--- src/rtl/core/nnue_pkg.sv ---
// ----------------------------------------------------------------------------
// nnue_pkg
// Shared sizes, command codes and word types for the NNUE evaluator.
// ----------------------------------------------------------------------------
package nnue_pkg;

    localparam int HIDDEN = 256;
    localparam int INPUTS = 1024;
    localparam int LANES  = 16;     // power of two

    localparam int NGRP   = (HIDDEN + LANES - 1) / LANES;
    localparam int LW     = (LANES > 1) ? $clog2(LANES) : 1;
    localparam int GW     = (NGRP > 1) ? $clog2(NGRP) : 1;
    localparam int FAW    = (INPUTS > 1) ? $clog2(INPUTS) : 1;
    localparam int WDEPTH = NGRP * INPUTS;
    localparam int AW     = (WDEPTH > 1) ? $clog2(WDEPTH) : 1;
    localparam int NQ     = (LANES + 3) / 4;

    // command codes passed from front to back
    localparam logic [2:0] OP_WL1 = 3'd0;
    localparam logic [2:0] OP_WB  = 3'd1;
    localparam logic [2:0] OP_WO  = 3'd2;
    localparam logic [2:0] OP_CLR = 3'd3;
    localparam logic [2:0] OP_ADD = 3'd4;
    localparam logic [2:0] OP_SUB = 3'd5;
    localparam logic [2:0] OP_SCR = 3'd6;
    localparam logic [2:0] OP_INV = 3'd7;   // out-of-range write: only drops valid

    // input modes
    localparam logic [2:0] MD_WL1 = 3'd0;
    localparam logic [2:0] MD_WB  = 3'd1;
    localparam logic [2:0] MD_WO  = 3'd2;
    localparam logic [2:0] MD_CLR = 3'd3;
    localparam logic [2:0] MD_ADD = 3'd4;
    localparam logic [2:0] MD_SUB = 3'd5;
    localparam logic [2:0] MD_SCR = 3'd6;

    typedef struct packed {
        logic [2:0]         mode;
        logic [15:0]        feature_index;
        logic [7:0]         hidden_index;
        logic signed [15:0] value;
    } t_in;

    typedef struct packed {
        logic signed [63:0] score;
        logic               was_valid;
    } t_out;

    typedef struct packed {
        logic [2:0]         op;
        logic [LW-1:0]      lane;
        logic [GW-1:0]      grp;
        logic [FAW-1:0]     feat;
        logic signed [15:0] value;
    } t_cmd;

endpackage

--- src/rtl/core/nnue_front.sv ---
// ----------------------------------------------------------------------------
// nnue_front
// Input stage: takes words, decodes mode and range checks into commands.
// ----------------------------------------------------------------------------
module nnue_front (
    input  logic          i_clk,
    input  logic          i_rst_n,
    input  logic          push,
    output logic          full,
    input  nnue_pkg::t_in i_in,
    output logic          o_cmd_v,
    output nnue_pkg::t_cmd o_cmd,
    input  logic          i_cmd_full
);
    import nnue_pkg::*;

    logic r_v, n_v;
    t_cmd r_cmd, n_cmd;
    logic keep;
    logic h_ok, f_ok;

    assign full    = r_v & i_cmd_full;
    assign o_cmd_v = r_v;
    assign o_cmd   = r_cmd;

    assign h_ok = int'(i_in.hidden_index) < HIDDEN;
    assign f_ok = int'(i_in.feature_index) < INPUTS;

    always_comb begin
        n_cmd.lane  = LW'(i_in.hidden_index % LANES);
        n_cmd.grp   = GW'(i_in.hidden_index / LANES);
        n_cmd.feat  = FAW'(i_in.feature_index);
        n_cmd.value = i_in.value;
        n_cmd.op    = OP_INV;
        keep        = 1'b1;
        case (i_in.mode)
            MD_WL1: n_cmd.op = (h_ok && f_ok) ? OP_WL1 : OP_INV;
            MD_WB:  n_cmd.op = h_ok ? OP_WB : OP_INV;
            MD_WO:  n_cmd.op = h_ok ? OP_WO : OP_INV;
            MD_CLR: n_cmd.op = OP_CLR;
            MD_ADD: begin
                n_cmd.op = OP_ADD;
                keep     = f_ok;
            end
            MD_SUB: begin
                n_cmd.op = OP_SUB;
                keep     = f_ok;
            end
            MD_SCR: n_cmd.op = OP_SCR;
            default: keep = 1'b0;
        endcase
    end

    always_comb begin
        n_v = r_v & i_cmd_full;
        if (push && !full) begin
            n_v = keep;
        end
    end

    always_ff @(posedge i_clk) begin
        if (!i_rst_n) begin
            r_v <= 1'b0;
        end else begin
            r_v <= n_v;
        end
    end

    always_ff @(posedge i_clk) begin
        if (push && !full) begin
            r_cmd <= n_cmd;
        end
    end

endmodule

--- config.mk ---
export PLATFORM = sky130hd
export DESIGN_NAME = nnue_front
export DESIGN_NICKNAME = d
export VERILOG_FILES = /design/src/rtl/core/nnue_pkg.sv /design/src/rtl/core/nnue_front.sv
export SDC_FILE = /design/constraint.sdc
export NUM_CORES = 1
export LEC_CHECK = 0
export BUFFER_PORTS_ARGS = -buffer_cell sky130_fd_sc_hd__buf_2
export CORE_ASPECT_RATIO = 1.4
export CORE_MARGIN = 2
export CORE_UTILIZATION = 40
export CTS_BUF_LIST = sky130_fd_sc_hd__clkbuf_16
export DETAILED_ROUTE_END_ITERATION = 12
export GPL_TIMING_DRIVEN = 0
export PLACE_DENSITY = 0.78
export SYNTH_ARGS = -nofsm -noshare
export SYNTH_HDL_FRONTEND = slang
export SYNTH_SLANG_ARGS = --single-unit
--- constraint.sdc ---
create_clock -name i_clk -period 3.6 [get_ports i_clk]
set_input_delay 0.18 -clock i_clk [delete_from_list [all_inputs] [get_ports i_clk]]
set_output_delay 0.18 -clock i_clk [all_outputs]
set_load 0.005 [all_outputs]
; ---- After elaboration in Yosys (flattened, before gate mapping)
; Cells that the tools add are included.
[word_totals]
register_bits = 38
input_bits = 47
output_inout_bits = 39
elab_cells = 23
[op_classes]
magnitude_cmp = 1
eq_ne = 6
n_mux = 4
bitwise = 1
n_reduce_logical = 5
[ops]
columns = operator, count
row1 = $pmux 3 s7, 1
row2 = $lt 16x11->1 const B, 1
row3 = $eq 3x3->1 const B, 3
row4 = $eq 3x2->1 const B, 2
row5 = $reduce_or 5->1, 1
row6 = $eq 3x1->1 const B, 1
row7 = $logic_not 3->1, 1
row8 = $mux 3, 1
row9 = $pmux 1 s2, 1
row10 = $reduce_or 2->1, 1
row11 = $and 1x1->1, 1
row12 = $logic_and 1x1->1, 1
row13 = $logic_not 1->1, 1
row14 = $mux 1, 1

; ---- Depth between registers and ports, before layout
[logic_depth]
depth_word = 4
mapped_depth = 3
mapped_depth_nobuf = 3

; ---- Worst setup path before layout
; OpenSTA, ideal clock, no wires.
[synth_timing]
path_kind = reg-to-reg
startpoint = register r_v, in the netlist o_cmd_v
endpoint = register r_cmd, in the netlist o_cmd[0], enable pin
setup_ns = 0.436
arrival_ns = 2.166
required_time_ns = 3.164
path_slack_ns = 0.998
path_stages_with_launch = 3
path_cell_list = dfxtp_1 > and2_1 > nor2b_1
[synth_via]
elab_chain_cells = 3
[synth_lines]
columns = element, line
row1 = start: declaration, nnue_front.sv:17  ; logic r_v, n_v;
row2 = start signal: assignment, nnue_front.sv:65  ; r_v <= n_v;
row3 = $and 1x1->1, nnue_front.sv:22  ; assign full = r_v & i_cmd_full;
row4 = net full, nnue_front.sv:9  ; output logic full,
row5 = $logic_not 1->1, nnue_front.sv:70  ; if (push && !full) begin
row6 = $logic_and 1x1->1, nnue_front.sv:70
row7 = end signal: assignment, nnue_front.sv:71  ; r_cmd <= n_cmd;
row8 = end: declaration, nnue_front.sv:18  ; t_cmd r_cmd, n_cmd;
; The timed path passes the listed nets, and every way through them passes these cells.
; A chain may end at the register's enable or synchronous reset.

; ---- Final worst setup path
[layout_timing]
startpoint = register r_v, in the netlist o_cmd_v
endpoint = register r_cmd, in the netlist o_cmd[9], enable pin
[layout_via]
elab_chain_cells = 3
[layout_lines]
columns = element, line
row1 = $and 1x1->1, nnue_front.sv:22
row2 = $logic_not 1->1, nnue_front.sv:70
row3 = $logic_and 1x1->1, nnue_front.sv:70
; Every way passes these cells.

==> flow_summary.toml <==
[run_status]
status = "finished, final reports clean"

[timing]
hold_violations = 0
max_slew_margin = 0.341
clock_skew_ns = 0.00337
finalSetupTns_ns = 0
fin_crit_ns = 1.68
worstMarginPinSlew_ns = 0.986
worst_slack_ns = 1.92
setup_viol = 0
rsz0062_at_grt = "no"
drv_slew = 0
fmax_ghz = 0.595
min_period_over_period = 0.467

[clocking]
post_cts_buffers = 0
clk_path_buf_depth = 2
cts_hold_repair.buffers = 0
cts-root-buf = "clkbuf_16"
clk_pin_slew_worst_paths_ns = 0.05
cts_tree = "done"
cts.sinks = 38
clk_latency_ns = 0.27
htree_levels = 2
post_cts_resized = 0
cts_inserted_buffers = 5

[cells_and_area]
final_cell_mix = "85 x buf_2, 37 x edfxtp_1, 5 x clkbuf_16"
layout_commonest_cell = "buf_2"
nets = 194
num_antenna_cells = 0
fill_cells = 214
final_util = 0.646
synthToLayoutAreaGrowth_pct = 52.3
drive_above_1_share = 0.642
final_cells = 185

[setup_path]
cp-end-kind = "register"
r2r-start = "o_cmd_v$_SDFF_PN0_"
timing.rr.end = "o_cmd[9]$_DFFE_PP_"
path_cells = "and2_1, nor2b_4"
r2r_slack_ns = 1.92
arrival_ns = 1.57
critPathMaxFanout = 37
cp_slowest_cell = "nor2b_4"
required_ns = 3.49
path_class = "reg -> reg"
critPathLaunchType = "register"
slowest_delay_ns = 0.78
r2r_cells = 2

[placement]
portBuffers = 85
place_ws_ns = 1.93
dp_hpwl_microns = 1810
place.gp.congestion = 0.687
dpl.cell_count = 177

[flow_run]
drv_cap = 0

[detailed_routing]
drc = 0
routed_wl_microns = 2320
wire_per_inst_microns = 12.5
via_per_inst = 4.41
drt_iter0_drc = 13
detail-route-antenna-nets = 0
num_vias = 815
first_pass_iters = 4

[logic_synthesis]
syn_avg_cell_area_sq_um = 22.4
yosysTopAreaCell = "edfxtp_1"
synth.net_count = 102
ys_types = 11
syn_area_sq_um = 1230
synth.yosys.warnings = 0
synthTopCellsByArea = "edfxtp_1 90%, a21o_1 2.4%, dfxtp_1 1.6%"
ys_ff_latch = 38
synth_top_area_share = 0.902
seq_area_frac_synth = 0.918
syn_inst = 55

[power]
power.leakage_nw = 0.840
peakVddDrop_uv = 424
power_density_nw_per_um2 = 568

[die]
initial_core_util = 0.424
floorplan.rows = 23
core_sq_um = 2910
ios = 86
dieWidth_microns = 50.9
die_area_sq_um = 3550
die_h_microns = 69.7

[worst_hold_path]
hold_path_class = "in -> reg"
min-delay-start = "i_in[13]"
hold_depth = 1
worst_hold_path.endpoint = "o_cmd[13]$_DFFE_PP_"

[grt]
track_usage = 0.139
grt_pass1_vias = 807
grt_pass1_wl_microns = 3540
overflow = 0
antenna_found_initial = 0
grt_max_degree = 38
## synth_stat cells, drive strengths merged
library cell,instances
and2,1
nor2,4
nand3b,1
a21o,4
nand2b,1
nand2,3
o211ai,1
dfxtp,1
nor2b,1
nor4,1
edfxtp,37
## metal layers
metal	up-vias	global-route usage	share of wire
met5	-	0	0
met4	0	0.0691	0.025
met3	9	0.0841	0.12
met2	55	0.224	0.53
met1	354	0.138	0.33
li1	397	-	-
## layout make-up
| class | count | area (sq um) | area share |
|---|---|---|---|
| clock buffers | 5 | 125 | 0.0667 |
| clock inverters | 3 | 40.0 | 0.0213 |
| multi-input cells | 17 | 109 | 0.0580 |
| flip-flops and latches | 38 | 1130 | 0.603 |
| well taps | 37 | 46.3 | 0.0247 |
| repair buffers | 85 | 425 | 0.227 |
## through the flow
step,area [sq um],total power [W],hold WS (ns)
2_1_floorplan,1230,0.000553,0.279
3_3_place_gp,1700,0.000603,0.357
3_5_place_dp,1710,0.000607,0.358
4_1_cts,1880,0.00108,0.0750
5_1_grt,1880,0.00111,0.0696
6_report,1880,0.00107,0.0809
## report_power, final
part	total, W	leakage (nW)	switching (W)	internal, W
sequential	0.000524	0.366	0.00000561	0.000519
combinational	0.0000724	0.390	0.0000342	0.0000382
clock	0.000470	0.0836	0.000146	0.000323
total	0.00107	0.840	0.000186	0.000880
## worst max-delay path, delay by kind of cell (launching register included)
family / cells / cell delay [ns]
AND/OR/NAND/NOR: 2 / 0.98
flip-flops: 1 / 0.31
## kinds of logic after synthesis
kind of cell	Yosys count	synth area share
AOI/OAI and AO/OA	5	0.0345
DFF	38	0.918
and+or+nand+nor	12	0.0477
## how the worst max path moves through the flow
stage,startpoint,end,slack (ns)
after floorplan,o_cmd_v$_SDFF_PN0_,o_cmd[0]$_DFFE_PP_,1.0
after global placement,o_cmd_v$_SDFF_PN0_,o_cmd[11]$_DFFE_PP_,0.59
after detailed placement,o_cmd_v$_SDFF_PN0_,o_cmd[28]$_DFFE_PP_,1.93
after CTS,o_cmd_v$_SDFF_PN0_,o_cmd[28]$_DFFE_PP_,1.92
after global routing,o_cmd_v$_SDFF_PN0_,o_cmd[10]$_DFFE_PP_,1.81
final,o_cmd_v$_SDFF_PN0_,o_cmd[9]$_DFFE_PP_,1.92
## sequential cells by signal, indices dropped and copies added (netlist names)
name	cells
o_cmd	37
o_cmd_v	1
(Power assumes the default switching activity.)
