### src/rtl/core/nnue_pkg.sv
// ----------------------------------------------------------------------------
// nnue_pkg
// Shared sizes, command codes and word types for the NNUE evaluator.
// ----------------------------------------------------------------------------
package nnue_pkg;

    localparam int HIDDEN = 256;
    localparam int INPUTS = 1024;
    localparam int LANES  = 16;     // power of two

    localparam int NGRP   = (HIDDEN + LANES - 1) / LANES;
    localparam int LW     = (LANES > 1) ? $clog2(LANES) : 1;
    localparam int GW     = (NGRP > 1) ? $clog2(NGRP) : 1;
    localparam int FAW    = (INPUTS > 1) ? $clog2(INPUTS) : 1;
    localparam int WDEPTH = NGRP * INPUTS;
    localparam int AW     = (WDEPTH > 1) ? $clog2(WDEPTH) : 1;
    localparam int NQ     = (LANES + 3) / 4;

    // command codes passed from front to back
    localparam logic [2:0] OP_WL1 = 3'd0;
    localparam logic [2:0] OP_WB  = 3'd1;
    localparam logic [2:0] OP_WO  = 3'd2;
    localparam logic [2:0] OP_CLR = 3'd3;
    localparam logic [2:0] OP_ADD = 3'd4;
    localparam logic [2:0] OP_SUB = 3'd5;
    localparam logic [2:0] OP_SCR = 3'd6;
    localparam logic [2:0] OP_INV = 3'd7;   // out-of-range write: only drops valid

    // input modes
    localparam logic [2:0] MD_WL1 = 3'd0;
    localparam logic [2:0] MD_WB  = 3'd1;
    localparam logic [2:0] MD_WO  = 3'd2;
    localparam logic [2:0] MD_CLR = 3'd3;
    localparam logic [2:0] MD_ADD = 3'd4;
    localparam logic [2:0] MD_SUB = 3'd5;
    localparam logic [2:0] MD_SCR = 3'd6;

    typedef struct packed {
        logic [2:0]         mode;
        logic [15:0]        feature_index;
        logic [7:0]         hidden_index;
        logic signed [15:0] value;
    } t_in;

    typedef struct packed {
        logic signed [63:0] score;
        logic               was_valid;
    } t_out;

    typedef struct packed {
        logic [2:0]         op;
        logic [LW-1:0]      lane;
        logic [GW-1:0]      grp;
        logic [FAW-1:0]     feat;
        logic signed [15:0] value;
    } t_cmd;

endpackage

### src/rtl/core/nnue_cmd_fifo.sv
// ----------------------------------------------------------------------------
// nnue_cmd_fifo
// Four-entry command queue between front and back.
// ----------------------------------------------------------------------------
module nnue_cmd_fifo (
    input  logic           i_clk,
    input  logic           i_rst_n,
    input  logic           i_wr,
    input  nnue_pkg::t_cmd i_wdata,
    output logic           o_full,
    input  logic           i_rd,
    output logic           o_empty,
    output nnue_pkg::t_cmd o_rdata
);
    import nnue_pkg::*;

    t_cmd       r_mem [4];
    logic [1:0] r_wp, r_rp;
    logic [2:0] r_cnt;
    logic       wr, rd;

    assign o_full  = r_cnt == 3'd4;
    assign o_empty = r_cnt == 3'd0;
    assign o_rdata = r_mem[r_rp];
    assign wr      = i_wr & !o_full;
    assign rd      = i_rd & !o_empty;

    always_ff @(posedge i_clk) begin
        if (!i_rst_n) begin
            r_wp  <= '0;
            r_rp  <= '0;
            r_cnt <= '0;
        end else begin
            if (wr) begin
                r_wp <= r_wp + 2'd1;
            end
            if (rd) begin
                r_rp <= r_rp + 2'd1;
            end
            r_cnt <= r_cnt + {2'b0, wr} - {2'b0, rd};
        end
    end

    always_ff @(posedge i_clk) begin
        if (wr) begin
            r_mem[r_wp] <= i_wdata;
        end
    end

endmodule

### config.mk
export PLATFORM = sky130hd
export DESIGN_NAME = nnue_cmd_fifo
export DESIGN_NICKNAME = d
export VERILOG_FILES = /design/src/rtl/core/nnue_pkg.sv /design/src/rtl/core/nnue_cmd_fifo.sv
export SDC_FILE = /design/constraint.sdc
export NUM_CORES = 1
export LEC_CHECK = 0
export ABC_CLOCK_PERIOD_IN_PS = 2050
export BUFFER_PORTS_ARGS = -buffer_cell sky130_fd_sc_hd__buf_2
export CAP_MARGIN = 20
export CORE_MARGIN = 4
export CORE_UTILIZATION = 51
export CTS_BUF_LIST = sky130_fd_sc_hd__clkbuf_16
export DETAILED_ROUTE_END_ITERATION = 10
export HOLD_SLACK_MARGIN = 0.12
export PLACE_DENSITY = 0.78
export SLEW_MARGIN = 5
export SYNTH_ARGS = -nofsm -noshare
export SYNTH_HDL_FRONTEND = slang
export SYNTH_SLANG_ARGS = --single-unit
### constraint.sdc
create_clock -name i_clk -period 2.05 [get_ports i_clk]
set_clock_uncertainty 0.1 [all_clocks]
set_input_delay 0.41 -clock i_clk [delete_from_list [all_inputs] [get_ports i_clk]]
set_output_delay 0.41 -clock i_clk [all_outputs]
set_load 0.03 [all_outputs]
== Word level (Yosys, flattened, before mapping) ==
Memory sizes are Yosys's and may differ from the RTL's. A register that Yosys moved wholly into a read port is not among the register bits.
Index checks and enable logic that the tools add are counted.

* Bits in registers: 7
* Memory bits (writable): 148
* Bits of input ports: 41
* Output and inout bits: 39
* Logic and storage cells: 18
* Memories: 1

{| class="wikitable"
|+ Memories
! memory !! words !! bits a word !! read ports !! clocked after memory_dff !! wr ports !! line !! RTL
|-
| r_mem || 4 || 37 || 1 || 1 || 1 || nnue_cmd_fifo.sv:17 || <nowiki>t_cmd r_mem [4];</nowiki>
|}

* Add/sub/neg operators: 4
* Eq/ne operators: 1
* Muxes and demuxes: 4
* Bitwise operators: 2
* Reductions and logical operators: 3

{| class="wikitable"
|+ Operators with widths
! kind !! number
|-
| $add A2 B1 Y2 const B || 2
|-
| $mux W2 || 2
|-
| $add A3 B1 Y3 || 1
|-
| $eq A3 B3 Y1 const B || 1
|-
| $logic_not A3 Y1 || 1
|-
| $sub A3 B1 Y3 || 1
|-
| $and A1 B1 Y1 || 2
|-
| $logic_not A1 Y1 || 2
|-
| $mux W1 || 2
|}

== Longest topological paths before layout ==
Gate-level depths: netlist of run 1.

* Word-level depth: 5
* Depth in mapped cells: 11
* Gate-level depth less buffers: 10

== Worst setup path before layout of run 1 ==
No wires, ideal clock.

* Path type: flip-flop to flip-flop
* Start point: register r_cnt[1]
* End point: register r_cnt[2]
* Setup time: 0.115 ns
* Data arrival time: 2.271 ns
* Data required time: 1.835 ns
* Path slack: -0.436 ns
* Stages on the path, launching flop included: 10
* Path buffers: 0
* Period minus slack after synthesis: 2.486 ns
* Cell sequence: dfxtp_1 > nor3_2 > nor2b_1 > ha_1 > inv_1 > ha_1 > fa_1 > xnor2_1 > xnor2_1 > and2_1

* Elaborated cells on any way between the ends: 8
* Those cells by class: add/sub: 2; eq/ne: 1; bitwise: 2; reduce/logical: 3

{| class="wikitable"
|+ RTL lines
! element !! line !! RTL
|-
| start: declaration || nnue_cmd_fifo.sv:19 || <nowiki>logic [2:0] r_cnt;</nowiki>
|-
| start signal: assignment || nnue_cmd_fifo.sv:40 || <nowiki>r_cnt <= r_cnt + {2'b0, wr} - {2'b0, rd};</nowiki>
|-
| $logic_not A3 Y1 || nnue_cmd_fifo.sv:23 || <nowiki>assign o_empty = r_cnt == 3'd0;</nowiki>
|-
| net o_empty || nnue_cmd_fifo.sv:12 || <nowiki>output logic o_empty,</nowiki>
|-
| $logic_not A1 Y1 || nnue_cmd_fifo.sv:26 || <nowiki>assign rd = i_rd & !o_empty;</nowiki>
|-
| $and A1 B1 Y1 || nnue_cmd_fifo.sv:26 ||
|-
| net rd || nnue_cmd_fifo.sv:20 || <nowiki>logic wr, rd;</nowiki>
|-
| $sub A3 B1 Y3 || nnue_cmd_fifo.sv:40 ||
|}

The timed path passes the listed nets, and every way through them passes these cells.
A chain may end at the register's enable or synchronous reset.

==> key figures, run 1 <==
Critical path
  – Reg-to-reg slack, setup: -0.06 ns
  – Slowest-stage cell, CP: mux4_2
  – CP max FO: 7
  – Crit path buf inv count: 2
  – Setup Crit Path Kind: flop to primary output
  – Critical Path, Cell by Cell: buf_12, mux4_2, buf_6
  – R2r endpoint: r_cnt[2]$_SDFF_PN0_
  – Arrival time at the worst endpoint: approximately 1.7 ns
  – CP delay by family, top: multiplexers
  – Reg2reg path depth: 10
  – Critical path launch point type: flop
  – Worst path max stage delay: 0.53 ns
  – Worst endpoint required time: 1.54 ns
  – Worst R2R Start: r_cnt[1]$_SDFF_PN0_
  – CP Capture Type: primary output

Logic synthesis
  – Syn_area_per_cell: 24.10 sq um
  – Simple-Gate Fraction of Synth Area: 2.021%
  – Main area contributors after synthesis: edfxtp_1 (76%), mux4_2 (11%), mux4_1 (3.1%)
  – Yosys warnings: 0
  – Top-area cell type share of the netlist area: 75.57%
  – Post-synthesis mux area share: 14.96%
  – Yosys reg bits: around 160
  – Seq/Total Area, Yosys: 78.64%
  – Main flop type after synthesis: edfxtp_1
  – Compound-gate portion of the synthesized area: 0.3830%
  – Post-Syn Nets: 292
  – Post-synth EDFFs: 148
  – Most frequent cell after synthesis: edfxtp_1
  – Main combinational cell family by area after synthesis: multiplexers
  – Post-Synth Adder-Cell Area: 1.617%
  – Synth async-reset ratio: 0%
  – Syn Inst Count: 244
  – Mapped cell area: 0.005881 sq mm
  – Post-Synth XOR/XNOR Area: 0.2979%
  – Synth area leader: edfxtp_1
  – Synth top cells by count: edfxtp_1 (148), mux4_2 (30), dfxtp_1 (9)
  – Unique cell type count in the Yosys netlist: 23

Detailed routing
  – Routed length on met2: 5516 microns
  – DRC errors left: 0
  – Drt total wl: 10,680 microns
  – Drt pass-1 iters: 4
  – Max layer used: met4
  – Drt wl/cell: around 20 microns
  – Via-to-Cell Ratio: ~5.3
  – Initial DRC count: 221
  – Met3 wire len: 422 microns
  – Vias: around 2,900
  – ANT nets after route: 0
  – M1 WL: 4587 microns

Min path
  – Hold depth: 1
  – Beginning of the worst hold path: i_wdata[17]
  – Hold Path Class: primary input to flop
  – Endpoint, Worst Hold: r_mem[2][17]$_DFFE_PP_

Timing
  – Final critical-path share of the clock period: 108.8%
  – Setup ws final: -0.1796 ns
  – Crit path time final: 2.230 ns
  – Fmax: 448.5 MHz
  – Setup violations, final: 38
  – Normalized max-slew margin: between 80% and 90%
  – Hold slack: approximately 0.14 ns
  – Hold Violations, Final: 0
  – Final count of pins violating max slew: 0
  – Slew @ Worst Pin: 0.2706 ns
  – RSZ-0062 raised after global routing: yes

Clock network
  – Worst skew pair latency: 0.40 ns
  – CTS max path bufs: 2
  – Clock sinks: 157
  – Max H-tree Level: 4
  – CTS root buffer: clkbuf_16
  – TritonCTS Buffers: 17
  – TritonCTS clock tree: done
  – CTS clk-pin slew, worst paths: roughly 0.06 ns

Pwr
  – Peak supply drop: 0.0007344 V
  – PD cells: 1288 mW/mm^2
  – Total power draw: 10.16 mW
  – P_leak: between 2 and 3 nW

Floorplan
  – Die X: between 100 and 150 microns
  – I/O pin count: 80
  – Die area: 0.01331 sq mm
  – Row count: 38
  – Core Footprint: approximately 0.011 sq mm
  – Die span in y: about 120 microns
  – Starting Density: 53.08%

Placed design
  – GP Congestion: ~0.69
  – Hpwl dp: approximately 6200 microns
  – IO buf count: between 70 and 80
  – Cells after DPL: 473

Run status
  – Outcome: finished, violations left
  – Failing checks: setup timing

Global routing
  – Largest net degree at the start of global routing: 21
  – Initial antenna violation count: 0
  – First-pass GRT wire length: 17,040 microns
  – Global route total overflow: 0
  – Vias in the first global route: 3,181
  – Total track usage: ~17%

Cells and area
  – N_diodes: 0
  – Layout Utilization: 71.20%
  – Filler instances: 663
  – FF/Latch Area: 0.004633 sq mm
  – Area grow syn2layout: 34.13%
  – Post-Layout Cell Count: 544
  – Area of the multi-input gates: 0.001142 sq mm
  – # nets final: 439
  – Share of post-route cells with drive strength above 1: 45.79%

Job
  – MaxCap Viol Count: 0
## state kept, by name (all words and copies together) (netlist names), named ones only
name,flops
r_rp,2
r_wp,2
r_cnt,3
r_mem,148
## what timing repair did
item                                   CTS  global route
setup endpoints to repair               38            38
hold buffers                            34             0
pin swaps                                0             0
buffers inserted                         7             0
endpoints found under the hold margin  133             0
gates resized for setup                 77            26
gates cloned                             2             0
## placed cells by master, fill, tap and decap left out, drive strengths merged, types with 7 or more instances in the layout
cell type      n
and2           7
buf          104
clkbuf        17
clkinv         8
dfxtp          9
dlygate4sd3   34
edfxtp       148
inv            8
mux4          37
## how the worst max path moves through the flow
stage	to	start	slack, ns	cells after the start
floorplan	r_cnt[2]$_SDFF_PN0_	r_cnt[2]$_SDFF_PN0_	-0.20	9
global placement	r_cnt[2]$_SDFF_PN0_	i_wr	-0.07	10
detailed placement	r_cnt[2]$_SDFF_PN0_	i_wr	-0.15	10
CTS	o_rdata[14]	flop	-0.26	4
global route	o_rdata[29]	flop	-0.25	3
finish	o_rdata[29]	flop	-0.18	3
## logic make-up after synthesis
kind of cell               count (synthesis)
DFF                                      157
muxes                                     39
and+or+nand+nor                           19
buffers and inverters                     16
adders and majority gates                  7
AOI/OAI and AO/OA                          4
xor gates and xnor gates                   2
## through the flow
step / area (sq um) / setup TNS, ns / worst slack (ns)
floorplan: 5906 / -0.3592 / -0.2005
global placement: 6666 / -0.06837 / -0.06837
detailed placement: 6666 / -0.1562 / -0.1455
CTS: 7901 / -7.172 / -0.2570
global route: 7888 / -8.193 / -0.2467
finish: 7888 / -5.640 / -0.1796
## per-layer routing
layer  up-vias  GRT usage [%]
li1       1311              -
met1      1477          23.56
met5         -              0
met2        85          28.24
met3        14          4.053
met4         0          6.338
## cell type report
cell class,count,share of cell area [%]
Clock buffer,17,5.393
Tap cell,140,2.221
Sequential cell,157,58.74
Timing Repair Buffer,138,16.89
Clock inverter,15,1.983
Multi-Input combinational cell,71,14.48
Inverter,6,0.2855
## power by group
| part | internal, mW | switching (mW) |
|---|---|---|
| logic | 1.54 | 1.53 |
| registers | 3.90 | 0.145 |
| clock network | 1.89 | 1.16 |
Note: power is estimated with default switching activity, not from simulation.
==> run 2, diff against run 1 <==
--- a/config.mk
+++ b/config.mk
@@ -8,8 +8,10 @@
 export ABC_CLOCK_PERIOD_IN_PS = 2050
 export BUFFER_PORTS_ARGS = -buffer_cell sky130_fd_sc_hd__buf_2
 export CAP_MARGIN = 20
+export CELL_PAD_IN_SITES_DETAIL_PLACEMENT = 1
+export CELL_PAD_IN_SITES_GLOBAL_PLACEMENT = 1
 export CORE_MARGIN = 4
-export CORE_UTILIZATION = 51
+export CORE_UTILIZATION = 45
 export CTS_BUF_LIST = sky130_fd_sc_hd__clkbuf_16
 export DETAILED_ROUTE_END_ITERATION = 10
 export HOLD_SLACK_MARGIN = 0.12
==> key figures, run 2 (synthesis gave the netlist of run 1 again) <==
Timing
  – Hold Violations, Final: 0 (unchanged)
  – Slew @ Worst Pin: 0.2405 ns (-0.03010 ns)
  – Fmax: 442.4 MHz (-1.4%)
  – Normalized max-slew margin: 83.97% (+2.0 points)
  – Crit path time final: 2.261 ns (+0.03097 ns)
  – Setup ws final: -0.2105 ns (-0.03097 ns)
  – Final count of pins violating max slew: 0 (unchanged)
  – Setup violations, final: 38 (unchanged)
  – Final critical-path share of the clock period: 110.3% (+1.5 points)
  – RSZ-0062 raised after global routing: yes

Critical path
  – Reg2reg path depth: 10 (unchanged)
  – CP delay by family, top: multiplexers
  – Critical path launch point type: flop
  – Setup Crit Path Kind: flop to primary output
  – R2r endpoint: r_cnt[2]$_SDFF_PN0_
  – CP Capture Type: primary output
  – Reg-to-reg slack, setup: -0.05 ns (about the same)
  – Slowest-stage cell, CP: mux4_2
  – Worst path max stage delay: 0.56 ns (+0.03 ns)
  – Arrival time at the worst endpoint: 1.75 ns (+0.03 ns)
  – Worst R2R Start: r_cnt[1]$_SDFF_PN0_
  – CP max FO: 14 (+7)
  – Worst endpoint required time: 1.54 ns (about the same)
  – Critical Path, Cell by Cell: buf_12, mux4_2, buf_6
  – Crit path buf inv count: 2 (unchanged)

Clock network
  – Clock sinks: 157 (unchanged)
  – Max H-tree Level: 4 (unchanged)
  – TritonCTS Buffers: 17 (unchanged)
  – CTS clk-pin slew, worst paths: 0.06 ns (about the same)
  – TritonCTS clock tree: done
  – CTS root buffer: clkbuf_16
  – CTS max path bufs: 2 (unchanged)
  – Worst skew pair latency: 0.41 ns (about the same)

Detailed routing
  – Drt wl/cell: 20.99 microns (+6.9%)
  – DRC errors left: 0 (unchanged)
  – Drt total wl: 12,030 microns (+13%)
  – Initial DRC count: 175 (-21%)
  – Via-to-Cell Ratio: 5.112 (-3.7%)
  – ANT nets after route: 0 (unchanged)
  – Vias: 2,929 (+1.5%)
  – Drt pass-1 iters: 4 (unchanged)

Cells and area
  – Flip-flop count of the largest register after layout: 148 (unchanged)
  – FF/Latch Area: 0.004633 sq mm (unchanged)
  – Post-Layout Cell Count: 573 (+5.3%)
  – Post-layout instance area: 0.007851 sq mm (-0.46%)
  – N_diodes: 0 (unchanged)
  – Biggest register: r_mem
  – # nets final: 437 (-0.46%)
  – Area of the multi-input gates: 0.001135 sq mm (-0.66%)
  – Commonest non-fill, non-tap cell in the layout: edfxtp_1
  – Top flop regs: r_mem: 148 flops, r_cnt: 3 flops
  – Share of post-route cells with drive strength above 1: 45.64% (-0.16 points)
  – Area grow syn2layout: 33.51%
  – Most frequent cells in the layout: edfxtp_1 (148), buf_2 (42), buf_6 (38)
  – Filler instances: 1,094 (+65%)

Placed design
  – Dpl cell area: 0.006634 sq mm (-0.49%)
  – GP Congestion: 0.7362 (+6.4%)
  – Hpwl dp: 6902 microns (+11%)
  – Cells after DPL: 502 (+6.1%)
  – IO buf count: 79 (unchanged)

Pwr
  – Total power draw: 10.24 mW (+0.81%)
  – Internal: 7.365 mW (+0.52%)
  – PD cells: 1305 mW/mm^2 (+1.3%)
  – Net switching power: 2.879 mW (+1.6%)
  – Clock share of power: 31.1% (+1.1 points)
  – Comb pwr share: 29.5% (-0.7 points)
  – P_leak: 2.739 nW (-1.0%)
  – Fraction of power consumed by sequential logic: 39.4% (-0.4 points)
  – Peak supply drop: 0.0006585 V (-10%)
  – Sw Ratio: 28.11% (+0.21 points)

Run status
  – Failing checks: setup timing
  – Outcome: finished, violations left

Global routing
  – First-pass GRT wire length: 18,580 microns (+9.0%)
  – Global route total overflow: 0 (unchanged)
  – Vias in the first global route: 3,308 (+4.0%)
  – Total track usage: 17.36% (-0.11 points)
  – Largest net degree at the start of global routing: 38 (+81%)
  – Initial antenna violation count: 0 (unchanged)

Min path
  – Beginning of the worst hold path: i_wdata[1]
  – Hold depth: 1 (unchanged)
  – Hold Path Class: primary input to flop
  – Endpoint, Worst Hold: r_mem[0][1]$_DFFE_PP_

Floorplan
  – I/O pin count: 80 (unchanged)
  – Die area: 0.01496 sq mm (+12%)
  – Die X: 122.3 microns (+6.0%)
  – Core Footprint: 0.01272 sq mm (+15%)
  – Die span in y: 122.3 microns (+6.0%)
  – Row count: 41 (+7.9%)
  – Starting Density: 46.22% (-6.9 points)

Job
  – MaxCap Viol Count: 0 (unchanged)
[run 2: cell count changes in the layout (fill, tap and decap cells not counted), sizes merged]
cell         change
bufinv           +1
buf              -3
clkinvlp         -1
dlygate4sd3      +1
inv              -1
[run 2: power groups by stage]
stage	clock (mW)	combinational, mW	sequential [mW]
CTS	3.24	3.14	4.04
floorplan	0	1.78	4.04
finish	3.18	3.02	4.04
detailed placement	0	2.47	4.08
global placement	0	2.43	4.05
global route	3.40	3.23	4.07
[run 2: area by class of cell]
class / count / share of cell area, %
clock inverters: 14 / 2.215
well taps: 172 / 2.741
flip-flops and latches: 157 / 59.01
multi-input cells: 71 / 14.45
repair buffers: 136 / 15.87
inverters: 6 / 0.2869
clock buffers: 17 / 5.418
[run 2: per-layer routing]
layer  share of wire [%]  wire (microns)  track usage [%]  vias up
met4                 1.2             144            6.928        0
met2                  52            6278            29.03       86
met5                   0               0                0        -
met1                  42            5056            21.65     1530
met3                 4.5             547            4.700       13
li1                    -               -                -     1300
[run 2: how the worst max path moves through the flow]
stage | from | end | slack [ns] | depth (start not counted)
global route | flop | o_rdata[31] | -0.28 | 3
floorplan | r_cnt[2]$_SDFF_PN0_ | r_cnt[2]$_SDFF_PN0_ | -0.20 | 9
global placement | i_wr | r_cnt[2]$_SDFF_PN0_ | -0.07 | 10
CTS | flop | o_rdata[28] | -0.28 | 4
finish | flop | o_rdata[14] | -0.21 | 3
detailed placement | i_wr | r_cnt[2]$_SDFF_PN0_ | -0.11 | 10
[run 2: timing repair]
item | 4_1_cts | 5_1_grt
gates resized for setup | 87 | 1
hold endpoints to repair | 139 | 0
setup endpoints to repair | 38 | 39
hold buffers | 35 | 0
buffers inserted | 3 | 3
gates cloned | 2 | 0
[run 2: through the flow]
step / setup slack (ns) / hold slack, ns / TNS, ns / utilization [%]
after floorplan: -0.2005 / 0.3560 / -0.3592 / -
after global placement: -0.07225 / 0.3617 / -0.07225 / 52.14
after detailed placement: -0.1099 / 0.3855 / -0.1099 / 52.14
after CTS: -0.2841 / 0.1421 / -8.740 / 62.10
after global routing: -0.2760 / 0.1377 / -8.463 / 61.71
final: -0.2105 / 0.1619 / -5.810 / 61.71
